`src/rtl/kpca_pkg.sv`:
```
// Shared constants and types for the keyed packet check word generator.
// Used by kpca_mix and keyed_packet_check_append; depends on nothing.
package kpca_pkg;

    localparam int unsigned LENGTH_BITS_DEF = 16;
    localparam int unsigned WORD_W          = 32;
    localparam int unsigned BYTE_W          = 8;
    localparam int unsigned PLEN_W          = 16;

    localparam logic [WORD_W-1:0] SEED_EVEN      = 32'h1324_3546;
    localparam logic [WORD_W-1:0] SEED_ODD       = 32'h9878_6756;
    localparam logic [BYTE_W-1:0] BYTE_BIAS      = 8'd75;
    localparam logic [BYTE_W-1:0] RESTART_OPCODE = 8'd8;
    localparam logic [BYTE_W-1:0] ZERO_OPCODE    = 8'd0;

    typedef struct packed {
        logic [WORD_W-1:0] key;
        logic [WORD_W-1:0] sum;
        logic              appended;
    } t_fin;

endpackage

```
`src/rtl/keyed_packet_check_append.sv`:
```
// Top level of the keyed packet check word generator.
// Depends on kpca_pkg and kpca_mix.
//
// Packet bytes enter on the s_axis side, one per transfer, with tlast on the final byte; the
// block takes one byte every cycle unless held off by the output side. Each packet yields one
// m_axis transfer: byte sum, length and running key are registered when its last byte is taken,
// then the byte-wise multiply mix is registered for output. tuser flags whether a check word is
// appended (clear when the opcode byte was zero, with a zero check word). The length saturates
// at 2^LENGTH_BITS-1; the key persists across packets and is cleared by opcode 8.
module keyed_packet_check_append import kpca_pkg::*; #(
    parameter int unsigned LENGTH_BITS = LENGTH_BITS_DEF
) (
    input  logic                     i_clk,
    input  logic                     i_rst_n,
    input  logic                     s_axis_tvalid,
    output logic                     s_axis_tready,
    input  logic [BYTE_W-1:0]        s_axis_tdata,   // [7:0] data_byte
    input  logic                     s_axis_tlast,   // last_byte
    output logic                     m_axis_tvalid,
    input  logic                     m_axis_tready,
    output logic [WORD_W+PLEN_W-1:0] m_axis_tdata,   // [31:0] check_word, [47:32] packet_length
    output logic                     m_axis_tuser    // appended
);

    localparam logic [LENGTH_BITS-1:0] LEN_MAX = {LENGTH_BITS{1'b1}};

    logic [WORD_W-1:0]      r_key, n_key;
    logic [WORD_W-1:0]      r_sum, n_sum;
    logic [LENGTH_BITS-1:0] r_cnt, n_cnt;
    logic                   r_op_zero, n_op_zero;
    logic                   r_op_restart, n_op_restart;

    logic                   r_fin_valid;
    t_fin                   r_fin, n_fin;
    logic [LENGTH_BITS-1:0] r_fin_len;

    logic                   r_out_valid;
    logic [WORD_W-1:0]      r_out_word;
    logic [PLEN_W-1:0]      r_out_len;
    logic                   r_out_app;

    logic                   in_xfer;
    logic                   out_ready;
    logic                   fin_ready;
    logic                   first;
    logic [LENGTH_BITS-1:0] cnt_inc;
    logic [WORD_W-1:0]      key_new;
    logic [WORD_W-1:0]      mix_word;

    assign out_ready     = !r_out_valid || m_axis_tready;
    assign fin_ready     = !r_fin_valid || out_ready;
    assign s_axis_tready = fin_ready;
    assign in_xfer       = s_axis_tvalid && fin_ready;

    assign first   = (r_cnt == '0);
    assign cnt_inc = (r_cnt == LEN_MAX) ? r_cnt : r_cnt + 1'b1;

    always_comb begin
        n_op_zero    = first ? (s_axis_tdata == ZERO_OPCODE)    : r_op_zero;
        n_op_restart = first ? (s_axis_tdata == RESTART_OPCODE) : r_op_restart;
        n_sum        = r_sum + WORD_W'(s_axis_tdata);
        n_cnt        = cnt_inc;
        key_new      = (n_op_restart ? '0 : r_key) + 1'b1;
        n_key        = n_op_zero ? r_key : key_new + WORD_W'(cnt_inc);
        n_fin.key      = key_new;
        n_fin.sum      = n_sum;
        n_fin.appended = !n_op_zero;
    end

    always_ff @(posedge i_clk) begin
        if (!i_rst_n) begin
            r_key        <= '0;
            r_sum        <= '0;
            r_cnt        <= '0;
            r_op_zero    <= 1'b0;
            r_op_restart <= 1'b0;
        end else if (in_xfer) begin
            if (s_axis_tlast) begin
                r_key        <= n_key;
                r_sum        <= '0;
                r_cnt        <= '0;
                r_op_zero    <= 1'b0;
                r_op_restart <= 1'b0;
            end else begin
                r_sum        <= n_sum;
                r_cnt        <= n_cnt;
                r_op_zero    <= n_op_zero;
                r_op_restart <= n_op_restart;
            end
        end
    end

    always_ff @(posedge i_clk) begin
        if (!i_rst_n) begin
            r_fin_valid <= 1'b0;
        end else if (fin_ready) begin
            r_fin_valid <= in_xfer && s_axis_tlast;
        end
    end

    always_ff @(posedge i_clk) begin
        if (in_xfer && s_axis_tlast) begin
            r_fin     <= n_fin;
            r_fin_len <= cnt_inc;
        end
    end

    kpca_mix #(
        .LENGTH_BITS(LENGTH_BITS)
    ) u_mix (
        .i_fin  (r_fin),
        .i_len  (r_fin_len),
        .o_word (mix_word)
    );

    always_ff @(posedge i_clk) begin
        if (!i_rst_n) begin
            r_out_valid <= 1'b0;
        end else if (out_ready) begin
            r_out_valid <= r_fin_valid;
        end
    end

    always_ff @(posedge i_clk) begin
        if (out_ready && r_fin_valid) begin
            r_out_word <= mix_word;
            r_out_len  <= PLEN_W'(r_fin_len);
            r_out_app  <= r_fin.appended;
        end
    end

    assign m_axis_tvalid = r_out_valid;
    assign m_axis_tdata  = {r_out_len, r_out_word};
    assign m_axis_tuser  = r_out_app;

    a_zero_word: assert property (@(posedge i_clk) disable iff (!i_rst_n)
        m_axis_tvalid && !m_axis_tuser |-> m_axis_tdata[WORD_W-1:0] == '0)
        else $error("check word not zero without append");

    a_count_clear: assert property (@(posedge i_clk) disable iff (!i_rst_n)
        in_xfer && s_axis_tlast |=> r_cnt == '0 && r_sum == '0)
        else $error("packet state not cleared after last byte");

    a_count_step: assert property (@(posedge i_clk) disable iff (!i_rst_n)
        in_xfer && !s_axis_tlast && r_cnt != LEN_MAX |=> r_cnt == $past(r_cnt) + 1'b1)
        else $error("byte count did not advance");

    a_key_hold: assert property (@(posedge i_clk) disable iff (!i_rst_n)
        !in_xfer |=> $stable(r_key))
        else $error("running key changed without a transfer");

endmodule

```
`src/rtl/kpca_mix.sv`:
```
// Final mix of the check word: seed by key parity, byte-wise multiply, add key and length; zero when not appended.
// Depends on kpca_pkg.
module kpca_mix import kpca_pkg::*; #(
    parameter int unsigned LENGTH_BITS = LENGTH_BITS_DEF
) (
    input  t_fin                   i_fin,
    input  logic [LENGTH_BITS-1:0] i_len,
    output logic [WORD_W-1:0]      o_word
);

    logic [WORD_W-1:0] seeded;
    logic [WORD_W-1:0] mixed;
    logic [WORD_W-1:0] len_ext;

    assign seeded  = (i_fin.key[0] ? SEED_ODD : SEED_EVEN) + i_fin.sum;
    assign len_ext = WORD_W'(i_len);

    always_comb begin
        logic [BYTE_W-1:0] biased;
        logic [BYTE_W-1:0] factor;
        mixed = '0;
        for (int n = 0; n < 4; n++) begin
            biased = seeded[BYTE_W*n +: BYTE_W] + BYTE_BIAS;
            factor = i_len[BYTE_W-1:0] + BYTE_W'(n) + i_fin.key[BYTE_W-1:0];
            mixed[BYTE_W*n +: BYTE_W] = BYTE_W'(biased * factor);
        end
    end

    assign o_word = i_fin.appended ? (mixed + i_fin.key + len_ext) : '0;

endmodule

```
`config.mk`:
```
export PLATFORM = sky130hd
export DESIGN_NAME = keyed_packet_check_append
export DESIGN_NICKNAME = d
export VERILOG_FILES = /design/src/rtl/kpca_pkg.sv /design/src/rtl/keyed_packet_check_append.sv /design/src/rtl/kpca_mix.sv
export SDC_FILE = /design/constraint.sdc
export NUM_CORES = 1
export LEC_CHECK = 0
export BUFFER_PORTS_ARGS = -buffer_cell sky130_fd_sc_hd__clkbuf_2
export CORE_MARGIN = 3
export CORE_UTILIZATION = 39
export CTS_BUF_LIST = sky130_fd_sc_hd__clkbuf_8 sky130_fd_sc_hd__clkbuf_16
export CTS_CLUSTER_SIZE = 40
export DETAILED_ROUTE_END_ITERATION = 16
export PLACE_DENSITY = 0.51
export SETUP_SLACK_MARGIN = 0.4
export SLEW_MARGIN = 20
export SYNTH_ARGS = -nofsm -noshare
export SYNTH_HDL_FRONTEND = slang
export SYNTH_SLANG_ARGS = --single-unit
```
`constraint.sdc`:
```
create_clock -name i_clk -period 24.4 [get_ports i_clk]
set_input_delay 3.66 -clock i_clk [delete_from_list [all_inputs] [get_ports i_clk]]
set_output_delay 3.66 -clock i_clk [all_outputs]
set_load 0.05 [all_outputs]
```
## Yosys cells after proc, flatten, opt, wreduce, memory -nomap -nowiden

Index checks and enable logic that the tools add are counted.

- Register bits after elaboration: 214

- Bitwise operators: 1
- Multipliers: 4
- Add/subtract/negate cells: 18
- Reduce and logical (&&, ||, !) cells: 11
- Equality and inequality tests: 2
- Mux-type cells: 9

Operator list:

| operator | number |
|---|---|
| $mux W32 | 3 |
| $add A32 B16 Y32 | 2 |
| $add A32 B32 Y32 | 2 |
| $add A32 B1 Y32 const B | 1 |
| $add A32 B8 Y32 | 1 |
| $add A8 B7 Y8 const B | 4 |
| $add A8 B8 Y8 | 4 |
| $mul A8 B8 Y8 | 4 |
| $mux W16 | 2 |
| $add A16 B1 Y16 const B | 1 |
| $add A8 B2 Y8 const B | 2 |
| $eq A16 B16 Y1 const B | 1 |
| $logic_not A16 Y1 | 1 |
| $add A8 B1 Y8 const B | 1 |
| $eq A8 B4 Y1 const B | 1 |
| $logic_not A8 Y1 | 1 |
| $mux W1 | 4 |
| $logic_and A1 B1 Y1 | 3 |
| $logic_not A1 Y1 | 3 |
| $reduce_and A3 Y1 | 1 |
| $logic_or A1 B1 Y1 | 2 |
| $not A1 Y1 | 1 |

## Longest topological paths before layout

Gate-level depths: netlist of run 1.

- Word-level depth: 6
- Mapped depth: 42
- Mapped depth without buffers: 42

## Modules after synthesis

Synthesis of run 1 repeated with hierarchy kept, for this count alone.

- Cell total of the unflattened synthesis: 2141
- Area total of the unflattened synthesis: 19179.6 sq um

Modules (own cells, without submodules):

| module | cells an instance | times used | area each (sq um) |
|---|---|---|---|
| keyed_packet_check_append | 1055 | 1 | 10722.8 |
| kpca_mix | 1086 | 1 | 8456.9 |

## Worst setup path after synthesis of run 1

No wires, ideal clock.

- Kind: register -> register
- From: reg r_fin[33] (netlist bit)
- To: reg r_out_word[31], data pin
- Library setup time: 255 ps
- Path slack: 15237 ps
- Arrival time: 8908 ps
- Path buffers: 0
- Stages on the path, launching flop included: 42
- Data required time: 24145 ps
- Period minus slack after synthesis: 9163 ps
- Cell sequence: edfxtp_1 ha_1 o211a_1 o21a_1 o21ai_0 xor2_1 inv_1 ha_1 o21a_1 xnor2_1 or2_2 fa_1 inv_1 ha_1 inv_1 fa_1 fa_1 inv_1 [... 6 more ...] xnor2_1 xnor2_1 xnor3_1 fa_1 ha_1 or3_1 o211ai_1 o21ai_0 a21o_1 a21o_1 nand2_1 o21ai_0 a41o_1 o21ai_0 nand2b_1 a21oi_1 xnor2_1 and2_1

- Word-level cells in the longest chain between the ends: 6
- Elaborated cells on any way between the ends: 16

RTL lines:

| what | RTL line | text |
|---|---|---|
| start: declaration | keyed_packet_check_append.sv:34 | `t_fin r_fin, n_fin;` |
| start signal: assignment | keyed_packet_check_append.sv:103 | `r_fin <= n_fin;` |
| $mux W32 | kpca_mix.sv:15 | `assign seeded = (i_fin.key[0] ? SEED_ODD : SEED_EVEN) + i_fin.sum;` |
| $add A32 B32 Y32 | kpca_mix.sv:15 |  |
| $add A8 B7 Y8 | kpca_mix.sv:23 | `biased = seeded[BYTE_W*n +: BYTE_W] + BYTE_BIAS;` |
| $mul A8 B8 Y8 | kpca_mix.sv:25 | `mixed[BYTE_W*n +: BYTE_W] = BYTE_W'(biased * factor);` |
| $add A32 B32 Y32 * | kpca_mix.sv:29 | `assign o_word = i_fin.appended ? (mixed + i_fin.key + len_ext) : '0;` |
| $add A32 B16 Y32 * | kpca_mix.sv:29 |  |
| end signal: assignment | keyed_packet_check_append.sv:126 | `r_out_word <= mix_word;` |
| end: declaration | keyed_packet_check_append.sv:38 | `logic [WORD_W-1:0] r_out_word;` |

Every way passes the cells marked *; elsewhere a longest branch is shown, timed or not.
A chain may end at the register's enable or synchronous reset.

## Final worst setup path of run 1

- From: reg r_fin[33] (netlist bit)
- To: reg r_out_word[28], data pin

The elaborated chain is that of the path after synthesis.

==> results of run 1 <==
-- flip-flops by register name, summed over array words and instances (netlist names) --
register and cells:
r_op_restart 1, r_op_zero 1, r_fin_valid 1, r_sum 32
m_axis_tvalid 1, r_fin 65, r_key 32, m_axis_tuser 1
r_out_word 32, r_fin_len 16, r_cnt 16, r_out_len 16
-- synth_stat cells (all sizes together) (53+ instances only) --
master,n
inv,187
and2,60
xor2,97
edfxtp,130
clkbuf,53
nor2b,64
dfxtp,84
nor2,166
fa,74
xnor2,157
ha,171
a21oi,100
o21ai,76
nand2,145
-- power groups by stage --
stage,clock network (uW),registers (uW),logic (uW)
2_1_floorplan,0,572,1260
3_3_place_gp,0,500,1740
3_5_place_dp,0,500,1740
4_1_cts,397,493,1760
5_1_grt,414,495,1950
6_report,384,492,1730
-- metrics by stage --
| step | std cells | setup slack, ns |
|---|---|---|
| 3_5_place_dp | 2583 | 14.29 |
| 6_report | 2634 | 14.32 |
| 5_1_grt | 2633 | 13.50 |
| 4_1_cts | 2633 | 14.28 |
| 2_1_floorplan | 1967 | 15.24 |
| 3_3_place_gp | 2583 | 14.39 |
-- layout make-up --
class                      instances  area, um^2  share of cell area (%)
inverter                         188         707                    3.56
timing repair buffer              74         398                    2.00
multi-input combinational       1507       11600                    58.3
sequential                       214        5590                    28.1
tap                              600         751                    3.78
clock inverter                    22         164                   0.824
clock buffer                      28         689                    3.47
antenna                            1        2.50                  0.0126
-- final timing paths --
path,end,cells after the start
setup reg to reg,r_out_word[28],40
hold reg to reg,r_out_len[12],0
hold / removal,r_out_len[12],0
setup / recovery,r_out_word[28],40
-- layer usage --
metal / GRT usage [%] / vias to the layer above / part of all wire [%]
met1: 27.3 / 6474 / 51
met3: 2.11 / 45 / 3.3
li1: - / 6809 / -
met5: 0 / - / 0
met2: 29.2 / 222 / 44
met4: 3.82 / 0 / 1.6
-- cells by family (layout without fill, tap and decap cells) --
kind of cell,Yosys count,count (layout)
xor gates and xnor gates,256,256
buffers and inverters,246,312
other,0,1
adders and majority gates,245,245
and+or+nand+nor,632,632
muxes,3,3
AOI/OAI and AO/OA,371,371
DFF,214,214
==> metrics.csv, run 1 <==
metric,value,unit
status,"complete, no violations",
leakage,0.00877,uW
rows,78,
end_kind,register,
final_cell_mix,"inv_1, ha_1, nor2_1",
maxCapViolCount,0,
layout-drive-gt1-share,6.98,%
synth_area,18100,um^2
coreArea,45600,um^2
period_share,41.3,%
r2r-start,r_fin[33],
p_int,1470,uW
synthDistinctLibCells,72,
powerDensity,131,nW/um^2
numCtsBuffers,27,
synth_area_leader_cell,edfxtp_1,
layout.nets,2270,
synth-edff-count,130,
fmax,99.2,MHz
grt_pass1_wl,73900,um
viasPerCell,5.14,
cts_tree,built,
synthArstFlopShare,0,%
postCtsSetupBuffers,0,
grt_usage,18.5,%
drt_first_pass_iters,5,
drtIter0Drc,709,
boundaryPins,64,
grt_pass1_vias,13400,
drv_slew,0,
syn_inst,1967,
tightest_slew,1.06,ns
clock_skew,0.0186,ns
synth-xor-area-share,12.7,%
drt_wl_total,45500,um
cts-root-buf,clkbuf_16,
netSwitchingFraction,43.4,%
syn_nets,2225,
clk_latency,0.55,ns
period_minus_slack,10.08,ns
fillers,4473,
cts.repair.resized,0,
path_clk_slew,0.06,ns
ys_seq_area_share,30.9,%
tns,0,ns
clk_path_buf_depth,3,
cts_hold_buf,0,
power_frac_seq,18.9,%
slowest_delay,0.59,ns
finalHoldViolations,0,
peakVddDrop,104,uV
synth_compound_area_share,13.5,%
clkPwrFrac,14.7,%
cp_top_family,adder cells,
stdcell_area,19900,um^2
overflow,0,
die_area,49000,um^2
port_buffers,63,
die_h,221,um
synth-adder-area-share,20.0,%
yosysWarnings,0,
die_w,221,um
rsz0062_at_grt,no,
path_class,register to register,
drc_errors,0,
timing.critical_path.buf_inv,4,
yosys-top-cells-area,"edfxtp_1, ha_1, dfxtp_1",
worstSetupStartpointType,register,
synth_top_family_by_area,adder cells,
ys.flop_type,edfxtp_1,
p_switching,1130,uW
wl_per_cell,17.3,um
hold_path_startpoint,r_fin_len[12],
ys_ff_latch,214,
start_util,39.7,%
post-synth-top-area-fraction,21.6,%
p_comb_share,66.4,%
dpl_cell_area,19000,um^2
setup_viol,0,
synth.avg_cell_area,9.19,um^2
arrival,10.38,ns
dp_hpwl,35500,um
antenna_left,0,
cts.sinks,214,
grt_max_degree,88,
cpMaxStageDelayCell,xor2_1,
setup.worst_path.start,r_fin[33],
total_power,2610,uW
utilization,43.6,%
synthMuxAreaShare,0.173,%
vias,13600,
htreeDepth,1,
antenna_found_initial,0,
crit_fanout,10,
slew_headroom,29.2,%
cpMostUsedCell,xnor2_1,
r2r_slack,14.32,ns
hold_class,register to register,
hold_slack,0.449,ns
synth-simple-area-share,17.7,%
syn2layout_area_growth,9.94,%
gp_congestion,0.885,
mostFrequentLayoutCell,inv_1,
critPathRequiredTime,24.70,ns
Power figures use the tool's default switching activity.
==> inputs of run 2 (changes only) <==
--- a/config.mk
+++ b/config.mk
@@ -11,7 +11,7 @@
 export CTS_BUF_LIST = sky130_fd_sc_hd__clkbuf_8 sky130_fd_sc_hd__clkbuf_16
 export CTS_CLUSTER_SIZE = 40
 export DETAILED_ROUTE_END_ITERATION = 16
-export PLACE_DENSITY = 0.51
+export PLACE_DENSITY = 0.53
 export SETUP_SLACK_MARGIN = 0.4
 export SLEW_MARGIN = 20
 export SYNTH_ARGS = -nofsm -noshare
==> constraint.sdc (replaced) <==
create_clock -name i_clk -period 8.68 [get_ports i_clk]
set_input_delay 1.302 -clock i_clk [delete_from_list [all_inputs] [get_ports i_clk]]
set_output_delay 1.302 -clock i_clk [all_outputs]
set_load 0.05 [all_outputs]
==> run 2 against run 1 <==
First-iteration DRC count up 7.1%. Clock power rose to 3.3 times the previous value. Clock-buffer cell count up 2. Worst hold slack better by 0.023 ns.
==> metrics.csv, run 2 (same netlist as run 1, synthesis figures left out) <==
metric,value,unit,change
status,"complete, no violations",,
largest_reg_flops,65,,unchanged
dp_hpwl,35700,um,+0.54%
cts.sinks,214,,unchanged
die_area,49000,um^2,unchanged
fmax,117,MHz,+18%
crit_fanout,4,,-6
coreArea,45600,um^2,unchanged
wl_per_cell,16.7,um,-3.3%
final_cell_mix,"inv_1, nor2_1, ha_1",,
path_class,register to register,,
grt_max_degree,88,,unchanged
drtIter0Drc,759,,+7.1%
drt_first_pass_iters,5,,unchanged
vias,14000,,+3.2%
setup_slack,0.122,ns,-14.20 ns
hold_slack,0.472,ns,+0.0231 ns
cts_hold_buf,0,,unchanged
layout-drive-gt1-share,14.7,%,+7.8 points
tightest_slew,1.12,ns,+0.0587 ns
cts-root-buf,clkbuf_16,,
layout.nets,2354,,+3.7%
antenna_left,0,,unchanged
finalHoldViolations,0,,unchanged
path_clk_slew,0.06,ns,about the same
hold_class,register to register,,
rows,78,,unchanged
rsz0062_at_grt,yes,,
tns,0,ns,unchanged
grt_pass1_vias,13800,,+2.8%
overflow,0,,unchanged
port_buffers,63,,unchanged
die_h,221,um,unchanged
slowest_delay,0.56,ns,-0.03 ns
boundaryPins,64,,unchanged
worstSetupStartpointType,register,,
antennaDiodeCount,0,,-1
die_w,221,um,unchanged
setup_viol,0,,unchanged
grt_usage,18.3,%,-0.16 points
antenna_found_initial,0,,unchanged
arrival,8.87,ns,-1.51 ns
total_power,8400,uW,+220%
start_util,39.7,%,unchanged
viasPerCell,5.15,,about the same
numCtsBuffers,27,,unchanged
clk_path_buf_depth,3,,unchanged
drv_slew,0,,unchanged
clock_skew,0.0204,ns,+0.00180 ns
clk_latency,0.58,ns,+0.03 ns
mostFrequentLayoutCell,inv_1,,
pre_cts_ws,-0.112,ns,-14.41 ns
utilization,46.5,%,+2.9 points
peakVddDrop,389,uV,+270%
htreeDepth,1,,unchanged
grt_pass1_wl,73700,um,-0.28%
period_minus_slack,8.56,ns,-1.52 ns
drt_wl_total,45400,um,-0.27%
period_share,98.6,%,+57 points
powerDensity,396,nW/um^2,+200%
gp_congestion,0.902,,+1.9%
cts_tree,built,,
drc_errors,0,,unchanged
cpMostUsedCell,xnor2_1,,
syn2layout_area_growth,17.2,%,
slew_headroom,23.4,%,-5.8 points
cpMaxStageDelayCell,fa_1,,
maxCapViolCount,0,,unchanged
end_kind,register,,
regMostFlops,r_fin,,
leakage,0.00935,uW,+6.5%
critPathRequiredTime,8.99,ns,-15.71 ns
==> run 2: cell types whose count changed in the layout (fill, tap and decap cells not counted), sizes merged <==
cell | previous run | this run
buf | 11 | 95
clkinv | 15 | 8
bufinv | 2 | 5
clkbuf | 91 | 93
clkinvlp | 2 | 4
diode | 1 | 0
==> run 2: final timing paths <==
check                startpoint        endpoint  slack [ns]  depth (start not counted)
setup / recovery      r_fin[33]  r_out_word[31]        0.12                         40
hold / removal    r_fin_len[12]   r_out_len[12]        0.47                          0
setup reg to reg      r_fin[33]  r_out_word[31]        0.12                         40
hold reg to reg   r_fin_len[12]   r_out_len[12]        0.47                          0
==> run 2: layout make-up <==
type | instances | area, um^2
well taps | 600 | 751
repair buffers | 158 | 1040
inverters | 188 | 711
fillers | 4397 | 24400
clock buffers | 30 | 751
clock inverters | 20 | 244
flip-flops and latches | 214 | 5590
multi-input cells | 1507 | 12100
==> run 2: worst max-delay path, delay by kind of cell (launching register included) <==
kind	cells	cell delay, ns
fa+ha+maj	9	3.24
simple gates	6	1.22
xor+xnor	10	1.57
compound gates	11	1.52
flops	1	0.43
buf+inv	4	0.31
==> run 2: timing repair <==
| item | 4_1_cts | 5_1_grt |
|---|---|---|
| pin swaps | 38 | 37 |
| setup endpoints to repair | 12 | 17 |
| gates cloned | 0 | 0 |
| resized for setup | 42 | 47 |
| endpoints found under the hold margin | 0 | 0 |
| setup buffers | 15 | 14 |
==> run 2: where the power goes <==
| part | total (uW) | switching [uW] | internal (uW) |
|---|---|---|---|
| Clock | 1250 | 476 | 773 |
| Combinational | 5770 | 2980 | 2790 |
| Sequential | 1380 | 39.5 | 1340 |
| Total | 8400 | 3500 | 4910 |
==> run 2: routing by layer <==
layer  wire, um  vias to the layer above  track usage (%)
li1           -                     6966                -
met1      21300                     6712             25.7
met2      21400                      245             30.4
met3       1790                       56             2.22
met4        976                        0             3.97
met5          0                        -                0
==> run 2: through the flow <==
| stage | cell area [um^2] | cells |
|---|---|---|
| 2_1_floorplan | 18200 | 1967 |
| 3_3_place_gp | 19500 | 2638 |
| 3_5_place_dp | 19500 | 2638 |
| 4_1_cts | 20800 | 2703 |
| 5_1_grt | 21200 | 2717 |
| 6_report | 21200 | 2717 |
==> inputs of run 3 (changes only) <==
--- a/config.mk
+++ b/config.mk
@@ -11,7 +11,7 @@
 export CTS_BUF_LIST = sky130_fd_sc_hd__clkbuf_8 sky130_fd_sc_hd__clkbuf_16
 export CTS_CLUSTER_SIZE = 40
 export DETAILED_ROUTE_END_ITERATION = 16
-export PLACE_DENSITY = 0.53
+export PLACE_DENSITY = 0.51
 export SETUP_SLACK_MARGIN = 0.4
 export SLEW_MARGIN = 20
 export SYNTH_ARGS = -nofsm -noshare
==> constraint.sdc (replaced) <==
create_clock -name i_clk -period 9.9 [get_ports i_clk]
set_input_delay 1.485 -clock i_clk [delete_from_list [all_inputs] [get_ports i_clk]]
set_output_delay 1.485 -clock i_clk [all_outputs]
set_load 0.05 [all_outputs]
==> run 3 against run 2 <==
Final area down 4.7%. Largest cell class unchanged. Non-clock buffer count down 77. Critical endpoint unchanged. Die area unchanged. Global-route usage down 0.078 points. Sequential power down 12%. Cell count down 2.8%.
==> metrics.csv, run 3 (same netlist as run 1, synthesis figures left out) <==
metric,value,unit,change
grt_max_degree,88,,unchanged
timing.critical_path.buf_inv,3,,-1
grt_pass1_vias,13200,,-4.3%
cts.sinks,214,,unchanged
fmax,111,MHz,-5.4%
tns,0,ns,unchanged
start_util,39.7,%,unchanged
p_switching,2860,uW,-18%
status,"complete, no violations",,
p_int,3830,uW,-22%
dp_hpwl,35100,um,-1.7%
hold_class,register to register,,
worst-r2r-cell-count,40,,unchanged
cts-root-buf,clkbuf_16,,
grt_pass1_wl,73100,um,-0.81%
worstSetupStartpointType,register,,
cpMaxStageDelayCell,fa_1,,
mostFrequentLayoutCell,inv_1,,
antenna_left,0,,unchanged
drt_first_pass_iters,5,,unchanged
drt_wl_total,45100,um,-0.58%
layout.nets,2278,,-3.2%
grt_usage,18.2,%,-0.078 points
numCtsBuffers,28,,+3.7%
path_class,register to register,,
clock_skew,0.0207,ns,+0.000355 ns
layout-drive-gt1-share,8.37,%,-6.4 points
boundaryPins,64,,unchanged
viasPerCell,5.16,,+0.23%
slew_headroom,32.5,%,+9.1 points
p_comb_share,65.8,%,-2.9 points
peakVddDrop,310,uV,-20%
cts_hold_buf,0,,unchanged
power_frac_seq,18.2,%,+1.7 points
die_h,221,um,unchanged
period_minus_slack,9.04,ns,+0.486 ns
critPathRequiredTime,10.21,ns,+1.22 ns
rows,78,,unchanged
setup_viol,0,,unchanged
antennaDiodeCount,0,,unchanged
final_cell_mix,"inv_1, ha_1, nor2_1",,
cts_tree,built,,
vias,13600,,-2.5%
clkPwrFrac,16.0,%,+1.1 points
cp_top_family,adder cells,,
cpMostUsedCell,xnor2_1,,
largest_reg_flops,65,,unchanged
utilization,44.3,%,-2.2 points
syn2layout_area_growth,11.7,%,
powerDensity,331,nW/um^2,-17%
clk_path_buf_depth,3,,unchanged
r2r-end,r_out_word[31],,
htreeDepth,1,,unchanged
crit_cells,40,,unchanged
r2r_slack,0.86,ns,+0.73 ns
leakage,0.00892,uW,-4.6%
drv_slew,0,,unchanged
crit_fanout,5,,+1
period_share,91.4,%,-7.2 points
end_kind,register,,
arrival,9.35,ns,+0.48 ns
port_buffers,63,,unchanged
setup.worst_path.start,r_fin[5],,
drtIter0Drc,733,,-3.4%
finalHoldViolations,0,,unchanged
regMostFlops,r_fin,,
coreArea,45600,um^2,unchanged
tightest_slew,1.01,ns,-0.108 ns
slowest_delay,0.61,ns,+0.05 ns
path_clk_slew,0.06,ns,about the same
clk_latency,0.56,ns,-0.02 ns
r2r-start,r_fin[5],,
rsz0062_at_grt,yes,,
gp_congestion,0.843,,-6.6%
wl_per_cell,17.1,um,+2.2%
antenna_found_initial,0,,unchanged
drc_errors,0,,unchanged
overflow,0,,unchanged
die_area,49000,um^2,unchanged
netSwitchingFraction,42.7,%,+1.1 points
maxCapViolCount,0,,unchanged
die_w,221,um,unchanged
crit_end,r_out_word[31],,
-- run 3: changes by cell type in the layout (fill, tap and decap cells not counted), sizes merged --
cell,before,now
inv,191,194
buf,95,18
clkinv,8,9
clkinvlp,4,2
-- run 3: power by group through the flow --
stage                     Clock [uW]  Combinational, uW  Sequential (uW)
after global routing            1140               4920             1220
after global placement             0               4280             1230
after floorplan                    0               3100             1410
after CTS                       1100               4340             1220
after detailed placement           0               4300             1230
final                           1070               4400             1210
-- run 3: how the worst min path moves through the flow --
stage	endpoint	startpoint	slack (ns)	cells past startpoint
floorplan	r_out_len[10]	r_fin_len[10]	0.43	0
global placement	r_out_len[12]	r_fin_len[12]	0.44	0
detailed placement	r_out_len[12]	r_fin_len[12]	0.45	0
CTS	r_out_len[12]	r_fin_len[12]	0.46	0
global route	r_out_len[12]	r_fin_len[12]	0.48	0
finish	r_out_len[12]	r_fin_len[12]	0.46	0
-- run 3: area by class of cell --
cell class              instances  area (um^2)
repair buffers                 81          450
clock inverters                22          245
inverters                     188          707
well taps                     600          751
flip-flops and latches        214         5590
clock buffers                  30          739
multi-input cells            1507        11700
fillers                      4468        25400
-- run 3: timing repair --
item / in CTS / in global routing
setup buffers: 0 / 1
resized for setup: 0 / 27
endpoints found under the setup margin: 0 / 9
-- run 3: per-layer routing --
| metal | global-route usage, % | part of all wire, % |
|---|---|---|
| met4 | 3.30 | 1.4 |
| met1 | 27.0 | 50 |
| met5 | 0 | 0 |
| met2 | 29.0 | 44 |
| met3 | 2.18 | 4.0 |
-- run 3: through the flow --
stage | hold WS (ns) | cell area, um^2 | worst slack (ns) | std cells | power (uW)
after floorplan | 0.426 | 18100 | 0.737 | 1967 | 4510
after global placement | 0.437 | 19100 | 0.609 | 2589 | 5520
after detailed placement | 0.446 | 19100 | 0.455 | 2589 | 5530
after CTS | 0.460 | 20100 | 0.447 | 2641 | 6650
after global routing | 0.478 | 20200 | 0.322 | 2642 | 7290
final | 0.457 | 20200 | 0.855 | 2642 | 6680
